<file path="config.mk">
export PLATFORM = sky130hd
export DESIGN_NAME = waveform_minmax_decimator
export DESIGN_NICKNAME = d
export VERILOG_FILES = /design/src/design/wmd_pkg.sv /design/src/design/wmd_accum.sv /design/src/design/wmd_outbuf.sv /design/src/design/waveform_minmax_decimator.sv
export SDC_FILE = /design/constraint.sdc
export NUM_CORES = 1
export LEC_CHECK = 0
export BUFFER_PORTS_ARGS = -buffer_cell sky130_fd_sc_hd__buf_2
export CORE_AREA = 2 2 413 415
export CTS_CLUSTER_DIAMETER = 30
export DETAILED_ROUTE_END_ITERATION = 12
export DIE_AREA = 0 0 415 417
export PLACE_DENSITY = 0.35
export SLEW_MARGIN = 20
export SYNTH_ARGS = -nofsm -noshare
export SYNTH_HDL_FRONTEND = slang
export SYNTH_SLANG_ARGS = --single-unit
</file>
<file path="constraint.sdc">
create_clock -name clk -period 24.1 [get_ports clk]
set_input_delay 4.82 -clock clk [delete_from_list [all_inputs] [get_ports clk]]
set_output_delay 4.82 -clock clk [all_outputs]
set_load 0.02 [all_outputs]
</file>
<file path="src/design/wmd_pkg.sv">
`timescale 1ns / 1ps

package wmd_pkg;

  localparam int SAMPLE_W   = 16;
  localparam int CHAN_W     = 3;
  localparam int COL_W      = 16;
  localparam int FRAME_W    = 32;
  localparam int FRAC_W     = 16;
  localparam int STEP_W     = 32;
  localparam int BOUND_W    = FRAME_W + FRAC_W;
  localparam int NUMCH_W    = 4;
  localparam int CFG_IDX_W  = 3;
  localparam int CFG_DATA_W = 32;
  localparam int S_TDATA_W  = 40;
  localparam int M_TDATA_W  = 56;

  typedef enum logic [CFG_IDX_W-1:0] {
    REG_NUM_CHANNELS = 3'd0,
    REG_STEP         = 3'd1,
    REG_START_INDEX  = 3'd2,
    REG_START_FRAC   = 3'd3,
    REG_END_INDEX    = 3'd4,
    REG_COLUMN_LIMIT = 3'd5
  } cfg_reg_e;

  // hand-off from the accumulator to the output buffer
  typedef struct packed {
    logic             load;
    logic [COL_W-1:0] column_index;
  } snap_ctrl_t;

endpackage

</file>
<file path="src/design/wmd_accum.sv">
`timescale 1ns / 1ps

module wmd_accum #(
  parameter int MAX_CHANNELS = 8
) (
  input  logic                                    clk,
  input  logic                                    rst,
  input  logic                                    restart,
  input  logic [wmd_pkg::NUMCH_W-1:0]             num_channels,
  input  logic [wmd_pkg::STEP_W-1:0]              step,
  input  logic [wmd_pkg::FRAME_W-1:0]             start_index,
  input  logic [wmd_pkg::FRAC_W-1:0]              start_frac,
  input  logic [wmd_pkg::FRAME_W-1:0]             end_index,
  input  logic [wmd_pkg::COL_W-1:0]               column_limit,
  input  logic                                    s1_valid,
  input  logic signed [wmd_pkg::SAMPLE_W-1:0]     s1_high,
  input  logic signed [wmd_pkg::SAMPLE_W-1:0]     s1_low,
  input  logic [wmd_pkg::CHAN_W-1:0]              s1_channel,
  input  logic                                    buf_free,
  output logic                                    stall,
  output logic [$clog2(MAX_CHANNELS+1) > 3 ? $clog2(MAX_CHANNELS+1)-1 : 2:0] nc,
  output wmd_pkg::snap_ctrl_t                     snap_ctrl,
  output logic signed [wmd_pkg::SAMPLE_W-1:0]     snap_max [MAX_CHANNELS],
  output logic signed [wmd_pkg::SAMPLE_W-1:0]     snap_min [MAX_CHANNELS]
);
  import wmd_pkg::*;

  localparam int CMP_W = ($clog2(MAX_CHANNELS + 1) > 3) ? $clog2(MAX_CHANNELS + 1) : 3;
  localparam int IDX_W = (MAX_CHANNELS > 1) ? $clog2(MAX_CHANNELS) : 1;

  logic [FRAME_W-1:0]         frame_index;
  logic [BOUND_W-1:0]         boundary;
  logic [COL_W-1:0]           columns_done;
  logic                       column_open;
  logic                       finished;
  logic signed [SAMPLE_W-1:0] run_max [MAX_CHANNELS];
  logic signed [SAMPLE_W-1:0] run_min [MAX_CHANNELS];

  logic [CMP_W-1:0]           nc_next;
  logic [CMP_W-1:0]           ch_cmp;
  logic [IDX_W-1:0]           idx;
  logic                       fin_now;
  logic                       in_range;
  logic                       is_last_ch;
  logic                       close_cond;
  logic                       want_close;
  logic                       fire;
  logic signed [SAMPLE_W-1:0] new_max;
  logic signed [SAMPLE_W-1:0] new_min;
  logic [COL_W-1:0]           cols_inc;
  logic [BOUND_W:0]           bound_sum;
  logic [BOUND_W:0]           start_sum;

  always_comb begin
    if (num_channels == '0) begin
      nc_next = CMP_W'(1);
    end else if (32'(num_channels) > MAX_CHANNELS) begin
      nc_next = CMP_W'(MAX_CHANNELS);
    end else begin
      nc_next = CMP_W'(num_channels);
    end
  end

  assign ch_cmp     = CMP_W'(s1_channel);
  assign idx        = ch_cmp[IDX_W-1:0];
  assign fin_now    = finished || (columns_done >= column_limit) || (frame_index > end_index);
  assign in_range   = ch_cmp < nc;
  assign is_last_ch = ch_cmp == (nc - CMP_W'(1));
  assign close_cond = ({1'b0, frame_index} + 33'd1 >= {1'b0, boundary[BOUND_W-1:FRAC_W]})
                      || (frame_index >= end_index);
  assign want_close = s1_valid && !fin_now && in_range && is_last_ch && close_cond;
  assign stall      = want_close && !buf_free;
  assign fire       = s1_valid && !stall;

  assign new_max = (!column_open || s1_high > run_max[idx]) ? s1_high : run_max[idx];
  assign new_min = (!column_open || s1_low < run_min[idx]) ? s1_low : run_min[idx];

  assign cols_inc  = columns_done + COL_W'(1);
  assign bound_sum = {1'b0, boundary} + (BOUND_W + 1)'(step);
  assign start_sum = {1'b0, start_index, start_frac} + (BOUND_W + 1)'(step);

  // the closing sample is merged into the copy handed to the output buffer
  always_comb begin
    for (int c = 0; c < MAX_CHANNELS; c++) begin
      snap_max[c] = (IDX_W'(c) == idx) ? new_max : run_max[c];
      snap_min[c] = (IDX_W'(c) == idx) ? new_min : run_min[c];
    end
  end

  assign snap_ctrl.load         = fire && want_close;
  assign snap_ctrl.column_index = columns_done;

  always_ff @(posedge clk) begin
    if (rst) begin
      finished    <= 1'b0;
      column_open <= 1'b0;
    end else if (restart) begin
      finished    <= 1'b0;
      column_open <= 1'b0;
    end else if (fire) begin
      if (fin_now) begin
        finished <= 1'b1;
      end else if (in_range && is_last_ch) begin
        column_open <= !close_cond;
        if (close_cond && ((frame_index >= end_index) || (cols_inc >= column_limit)
                           || (cols_inc == '0))) begin
          finished <= 1'b1;
        end
      end else if (in_range) begin
        column_open <= column_open;
      end
    end
  end

  always_ff @(posedge clk) begin
    if (restart) begin
      nc           <= nc_next;
      frame_index  <= start_index;
      boundary     <= start_sum[BOUND_W] ? {BOUND_W{1'b1}} : start_sum[BOUND_W-1:0];
      columns_done <= '0;
    end else if (fire && !fin_now && in_range && is_last_ch) begin
      frame_index <= frame_index + FRAME_W'(1);
      if (close_cond) begin
        columns_done <= cols_inc;
        boundary     <= bound_sum[BOUND_W] ? {BOUND_W{1'b1}} : bound_sum[BOUND_W-1:0];
      end
    end
  end

  always_ff @(posedge clk) begin
    if (fire && !fin_now && in_range) begin
      run_max[idx] <= new_max;
      run_min[idx] <= new_min;
    end
  end

endmodule

</file>
<file path="src/design/wmd_outbuf.sv">
`timescale 1ns / 1ps

module wmd_outbuf #(
  parameter int MAX_CHANNELS = 8
) (
  input  logic                                clk,
  input  logic                                rst,
  input  wmd_pkg::snap_ctrl_t                 snap_ctrl,
  input  logic [$clog2(MAX_CHANNELS+1) > 3 ? $clog2(MAX_CHANNELS+1)-1 : 2:0] nc,
  input  logic signed [wmd_pkg::SAMPLE_W-1:0] snap_max [MAX_CHANNELS],
  input  logic signed [wmd_pkg::SAMPLE_W-1:0] snap_min [MAX_CHANNELS],
  input  logic                                m_tready,
  output logic                                m_tvalid,
  output logic [wmd_pkg::M_TDATA_W-1:0]       m_tdata,
  output logic                                m_tlast,
  output logic                                buf_free
);
  import wmd_pkg::*;

  localparam int CMP_W = ($clog2(MAX_CHANNELS + 1) > 3) ? $clog2(MAX_CHANNELS + 1) : 3;
  localparam int IDX_W = (MAX_CHANNELS > 1) ? $clog2(MAX_CHANNELS) : 1;
  localparam int PAD_W = M_TDATA_W - 2 * SAMPLE_W - CHAN_W - COL_W;

  logic                       busy;
  logic [IDX_W-1:0]           rd;
  logic [CMP_W-1:0]           nc_out;
  logic [COL_W-1:0]           col_idx;
  logic signed [SAMPLE_W-1:0] obuf_max [MAX_CHANNELS];
  logic signed [SAMPLE_W-1:0] obuf_min [MAX_CHANNELS];
  logic                       rd_last;

  assign rd_last  = CMP_W'(rd) == (nc_out - CMP_W'(1));
  assign buf_free = !busy || (m_tready && rd_last);

  always_ff @(posedge clk) begin
    if (rst) begin
      busy <= 1'b0;
    end else if (snap_ctrl.load) begin
      busy <= 1'b1;
    end else if (busy && m_tready && rd_last) begin
      busy <= 1'b0;
    end
  end

  always_ff @(posedge clk) begin
    if (snap_ctrl.load) begin
      rd       <= '0;
      nc_out   <= nc;
      col_idx  <= snap_ctrl.column_index;
      obuf_max <= snap_max;
      obuf_min <= snap_min;
    end else if (busy && m_tready && !rd_last) begin
      rd <= rd + IDX_W'(1);
    end
  end

  assign m_tvalid = busy;
  assign m_tlast  = rd_last;
  assign m_tdata  = {PAD_W'(0), col_idx, CHAN_W'(rd), obuf_min[rd], obuf_max[rd]};

endmodule

</file>
<file path="src/design/waveform_minmax_decimator.sv">
`timescale 1ns / 1ps

// min/max peak decimator for interleaved 16-bit audio
//
// input stream: one beat per sample, channel zero first in each frame;
// a beat is taken whenever s_tvalid and s_tready are high together
// output stream: when a column closes, one beat per channel (channel zero
// first) with the column max/min, m_tlast set on the final channel
// config: cfg_we writes register cfg_index (num_channels, step, start_index,
// start_frac, end_index, column_limit); every write to a mapped register
// restarts the run in the following cycle, so write only while the block is idle
//
// throughput: one sample per cycle unless stalled; a column yields one beat per
// active channel and spans at least one frame, so the output keeps pace;
// a closing sample goes from the input register stage to the output buffer and
// out as the first result beat; the rest follow one per cycle while m_tready holds
// stall: the column copy sits in an output buffer while the next column
// builds up; the input stalls only when another column is ready to close
// before the buffer has drained
// reset: registers take their reset values, output buffer is emptied and
// the run restarts through the restart strobe that reset sets
module waveform_minmax_decimator #(
  parameter int MAX_CHANNELS = 8
) (
  input  logic                             clk,
  input  logic                             rst,
  input  logic                             s_tvalid,
  output logic                             s_tready,
  // sample_high [15:0], sample_low [31:16], channel [34:32]
  input  logic [wmd_pkg::S_TDATA_W-1:0]    s_tdata,
  output logic                             m_tvalid,
  input  logic                             m_tready,
  // column_max [15:0], column_min [31:16], out_channel [34:32], column_index [50:35]
  output logic [wmd_pkg::M_TDATA_W-1:0]    m_tdata,
  output logic                             m_tlast,
  input  logic                             cfg_we,
  input  logic [wmd_pkg::CFG_IDX_W-1:0]    cfg_index,
  input  logic [wmd_pkg::CFG_DATA_W-1:0]   cfg_wdata
);
  import wmd_pkg::*;

  localparam int CMP_W = ($clog2(MAX_CHANNELS + 1) > 3) ? $clog2(MAX_CHANNELS + 1) : 3;

  // configuration registers
  logic [NUMCH_W-1:0]  num_channels;
  logic [STEP_W-1:0]   step;
  logic [FRAME_W-1:0]  start_index;
  logic [FRAC_W-1:0]   start_frac;
  logic [FRAME_W-1:0]  end_index;
  logic [COL_W-1:0]    column_limit;
  logic                restart;

  // input register stage
  logic                       s1_valid;
  logic signed [SAMPLE_W-1:0] s1_high;
  logic signed [SAMPLE_W-1:0] s1_low;
  logic [CHAN_W-1:0]          s1_channel;

  logic                       stall;
  logic                       buf_free;
  logic [CMP_W-1:0]           nc;
  snap_ctrl_t                 snap_ctrl;
  logic signed [SAMPLE_W-1:0] snap_max [MAX_CHANNELS];
  logic signed [SAMPLE_W-1:0] snap_min [MAX_CHANNELS];

  always_ff @(posedge clk) begin
    if (rst) begin
      num_channels <= NUMCH_W'(1);
      step         <= STEP_W'(32'h0001_0000);
      start_index  <= '0;
      start_frac   <= '0;
      end_index    <= '0;
      column_limit <= COL_W'(1);
      restart      <= 1'b1;
    end else begin
      // any write to a mapped register restarts the run
      restart <= cfg_we && (cfg_index <= REG_COLUMN_LIMIT);
      if (cfg_we) begin
        unique case (cfg_index)
          REG_NUM_CHANNELS: begin
            num_channels <= cfg_wdata[NUMCH_W-1:0];
          end
          REG_STEP: begin
            step <= cfg_wdata[STEP_W-1:0];
          end
          REG_START_INDEX: begin
            start_index <= cfg_wdata[FRAME_W-1:0];
          end
          REG_START_FRAC: begin
            start_frac <= cfg_wdata[FRAC_W-1:0];
          end
          REG_END_INDEX: begin
            end_index <= cfg_wdata[FRAME_W-1:0];
          end
          REG_COLUMN_LIMIT: begin
            column_limit <= cfg_wdata[COL_W-1:0];
          end
          // unmapped index: ignored, no restart
          default: ;
        endcase
      end
    end
  end

  // the stage takes a new sample when empty or when its sample is consumed this cycle
  assign s_tready = !s1_valid || !stall;

  always_ff @(posedge clk) begin
    if (rst) begin
      s1_valid <= 1'b0;
    end else if (s_tready) begin
      s1_valid <= s_tvalid;
    end
  end

  always_ff @(posedge clk) begin
    if (s_tvalid && s_tready) begin
      s1_high    <= s_tdata[SAMPLE_W-1:0];
      s1_low     <= s_tdata[2*SAMPLE_W-1:SAMPLE_W];
      s1_channel <= s_tdata[2*SAMPLE_W+CHAN_W-1:2*SAMPLE_W];
    end
  end

  wmd_accum #(
    .MAX_CHANNELS(MAX_CHANNELS)
  ) u_accum (
    .clk          (clk),
    .rst          (rst),
    .restart      (restart),
    .num_channels (num_channels),
    .step         (step),
    .start_index  (start_index),
    .start_frac   (start_frac),
    .end_index    (end_index),
    .column_limit (column_limit),
    .s1_valid     (s1_valid),
    .s1_high      (s1_high),
    .s1_low       (s1_low),
    .s1_channel   (s1_channel),
    .buf_free     (buf_free),
    .stall        (stall),
    .nc           (nc),
    .snap_ctrl    (snap_ctrl),
    .snap_max     (snap_max),
    .snap_min     (snap_min)
  );

  wmd_outbuf #(
    .MAX_CHANNELS(MAX_CHANNELS)
  ) u_outbuf (
    .clk       (clk),
    .rst       (rst),
    .snap_ctrl (snap_ctrl),
    .nc        (nc),
    .snap_max  (snap_max),
    .snap_min  (snap_min),
    .m_tready  (m_tready),
    .m_tvalid  (m_tvalid),
    .m_tdata   (m_tdata),
    .m_tlast   (m_tlast),
    .buf_free  (buf_free)
  );

endmodule

</file>
==> run summary <==
Max_cap viols -> 0
WS Path Type -> primary input to output pin
Setup crit end kind -> output pin
Flop and latch count out of synthesis -> 810
Vias in the first global route -> 28.35k
Hold/Removal Path Class -> flop to flop
Hold-fix buffers, CTS -> 0
Initial antenna violation count -> 1
Share of post-route cells with drive strength above 1 -> 29.90%
Outcome -> completed
Pre-CTS setup slack -> 12.91 ns
CTS Root Cell -> clkbuf_16
Min setup slack post-route -> 13.00 ns
Num CTS Buffers -> 240
CORE AREA -> 0.1685 mm²
Worst-Margin Slew -> 0.9827 ns
Num ports -> 139
Cell taking the most area after synthesis -> edfxtp_1
Cells after Synth -> 3210
Final GP Congestion -> 0.7811
Pwr Density -> 99.29 mW/mm²
Worst-path clk slew -> 0.04 ns
Main synth FF type -> edfxtp_1
Switching power total -> 0.001248 W
Max Freq -> 90.09 MHz
Number of enable flip-flop cells after synthesis -> 651
GRT Total Usage -> 14.61%
# Post-CTS Setup Buffers -> 0
Pint -> 0.004095 W
Dpl hpwl -> 80.85 mm
Initial Util -> 24.87%
CTS tree -> yes
First-pass GRT wire length -> 187.7 mm
Synth async-reset ratio -> 0%
Area delta synth->final -> 28.37%
DRC Markers -> 0
RSZ-0062 raised after global routing -> no
Endpoints failing hold -> 0
Data required, critical path -> 19.28 ns
Nets -> 3754
Warnings, synthesis -> 0
Arr. time, crit path -> 6.28 ns
DRT Pass-1 Iters -> 5
Final setup TNS -> 0 ns
Post-CTS Resized -> 0
Remaining Overflow, GRT -> 0
Num rows -> 151
Largest net degree at the start of global routing -> 72
Sw frac -> 23.36%
Via count -> 26.70k
First-iteration detailed-routing DRC count -> 1429
H-tree Lvls -> 4
Worst skew pair latency -> 0.85 ns
Combinational share of power -> 7.8%
Sequential power share -> 29.7%
Yosys cell types -> 82
Die Y-Extent -> 417 µm
Die Wd -> 415 µm
Max_slew headroom -> 34.49%
Clock power share -> 62.6%
Via density -> 4.522
Final min period -> 11.10 ns
FF-to-FF setup slack -> 16.19 ns
Seq/Total Area, Yosys -> 54.23%
Synthesized cell area -> 0.04192 mm²
Post-DRT Antenna Nets -> 0
Sink Count -> 810
Die ar. -> 0.1731 mm²
Critical path launch point type -> primary input
PortBufs -> 128
Clk_skew -> 0.06381 ns
Post-DR wirelength/cell -> 21.44 µm
Final Setup Violations -> 0
Worst-path fanout max -> 32
Final period util -> 46.06%
Largest cells by area after synthesis -> edfxtp_1 (47%), mux2_2 (8.8%), dfxtp_1 (7.6%)
Clock buffer depth -> 3
Top cell type's share of synthesized area -> 46.64%
Final wirelength -> 126.6 mm
Max-slew violation count -> 0
Max IR drop VDD -> 0.00006572 V
Mean post-synth cell area -> 13.06 µm²
Leak -> 19.25 nW
placed cells by master (no fill, tap or decap), types with 44 or more instances in the layout:
cell | netlist | routed
bufinv_16 | 0 | 44
edfxtp_1 | 651 | 651
buf_4 | 17 | 47
dfxtp_1 | 159 | 152
nand4_1 | 50 | 50
inv_1 | 144 | 144
a21o_1 | 61 | 61
clkbuf_16 | 0 | 250
nand3_1 | 47 | 47
nand2_1 | 325 | 324
xnor2_1 | 97 | 97
mux2_2 | 329 | 329
a21oi_1 | 227 | 226
ha_1 | 199 | 199
buf_2 | 7 | 127
clkinv_2 | 0 | 45
o21ai_0 | 63 | 62
nor2_1 | 106 | 102
mux4_2 | 128 | 128
synth_stat cells (8+ instances only):
cell and instances:
edfxtp_1 651, mux2_2 329, nand2_1 325, a21oi_1 227, ha_1 199, dfxtp_1 159
inv_1 144, mux4_2 128, nor2_1 106, clkbuf_1 102, xnor2_1 97, o21ai_0 63
a21o_1 61, nand4_1 50, nand3_1 47, a22oi_1 38, xor2_1 36, mux2_4 30
nor3_1 26, mux2_1 25, nor2b_1 21, buf_1 20, or3_1 20, nor4_1 19
o21a_1 18, and3_1 17, buf_4 17, a211oi_1 16, a31oi_1 16, and4_1 13
o31ai_1 13, nand2b_1 12, or4_1 10, mux2i_1 9, o211ai_1 9, buf_6 8
or2_2 8
cell families after synthesis:
group | count (synthesis) | synth area share, %
other cells | 1 | 0.008946
flops | 810 | 54.23
mux | 521 | 17.68
fa+ha+maj | 201 | 6.035
buf+inv | 301 | 3.128
simple gates | 710 | 8.223
xor+xnor | 133 | 2.779
compound gates | 533 | 7.919
power groups by stage:
stage	logic, W	registers [W]	clock network, W
after floorplan	0.000299	0.00158	0
after global placement	0.000431	0.00161	0
after detailed placement	0.000429	0.00161	0
after CTS	0.000432	0.00159	0.00341
after global routing	0.000460	0.00159	0.00349
final	0.000416	0.00158	0.00334
path summary, 6_finish.rpt:
kind                                          from                                to  cells past startpoint
setup / recovery                          m_tready                          s_tready                      6
hold / removal         u_accum.nc[2]$_SDFFCE_PP0P_      u_outbuf.nc_out[2]$_DFFE_PP_                      0
setup reg to reg  u_accum.frame_index[0]$_DFFE_PP_  u_outbuf.obuf_max[102]$_DFFE_PP_                     19
hold reg to reg        u_accum.nc[2]$_SDFFCE_PP0P_      u_outbuf.nc_out[2]$_DFFE_PP_                      0
worst max-delay path, cell delays in order:
cell	delay [ns]
buf_2	0.16
a21boi_2	0.13
buf_4	0.33
and3_4	0.44
nand2_1	0.18
buf_2	0.20
registers in the layout, indices dropped and copies added (netlist names), 16 cells and up, named ones only:
name and cells:
u_accum.run_max 128, u_accum.run_min 128, u_outbuf.obuf_max 128, u_outbuf.obuf_min 128
u_accum.boundary 48, end_index 32, start_index 32, step 32
u_accum.frame_index 32, column_limit 16, s1_high 16, s1_low 16
start_frac 16, u_accum.columns_done 16, u_outbuf.col_idx 16
final cells by class:
cell class | instances | area [µm²]
inverters | 144 | 540.5
multi-input cells | 2103 | 17980
clock inverters | 158 | 2246
fillers | 16848 | 114700
diodes | 1 | 2.502
clock buffers | 297 | 6523
flip-flops and latches | 810 | 22750
repair buffers | 174 | 988.4
well taps | 2218 | 2775
routing by layer:
| metal | global-route usage, % | vias to the layer above | part of all wire (%) |
|---|---|---|---|
| met2 | 25.23 | 454 | 50 |
| met5 | 0 | - | 0 |
| li1 | - | 12827 | - |
| met1 | 18.31 | 13214 | 44 |
| met3 | 2.691 | 207 | 3.4 |
| met4 | 4.912 | 0 | 2.4 |
per-stage QoR:
stage,hold slack (ns),std cells,power (W),utilization (%),cell area (µm²)
floorplan,0.4264,3214,0.001883,-,41930
finish,0.4477,5905,0.005343,31.93,53810
detailed placement,0.4381,5449,0.002038,26.72,45030
CTS,0.4486,5904,0.005427,31.92,53800
global route,0.4706,5904,0.005541,31.93,53810
global placement,0.4431,5449,0.002040,26.72,45030
Power figures use the tool's default switching activity.
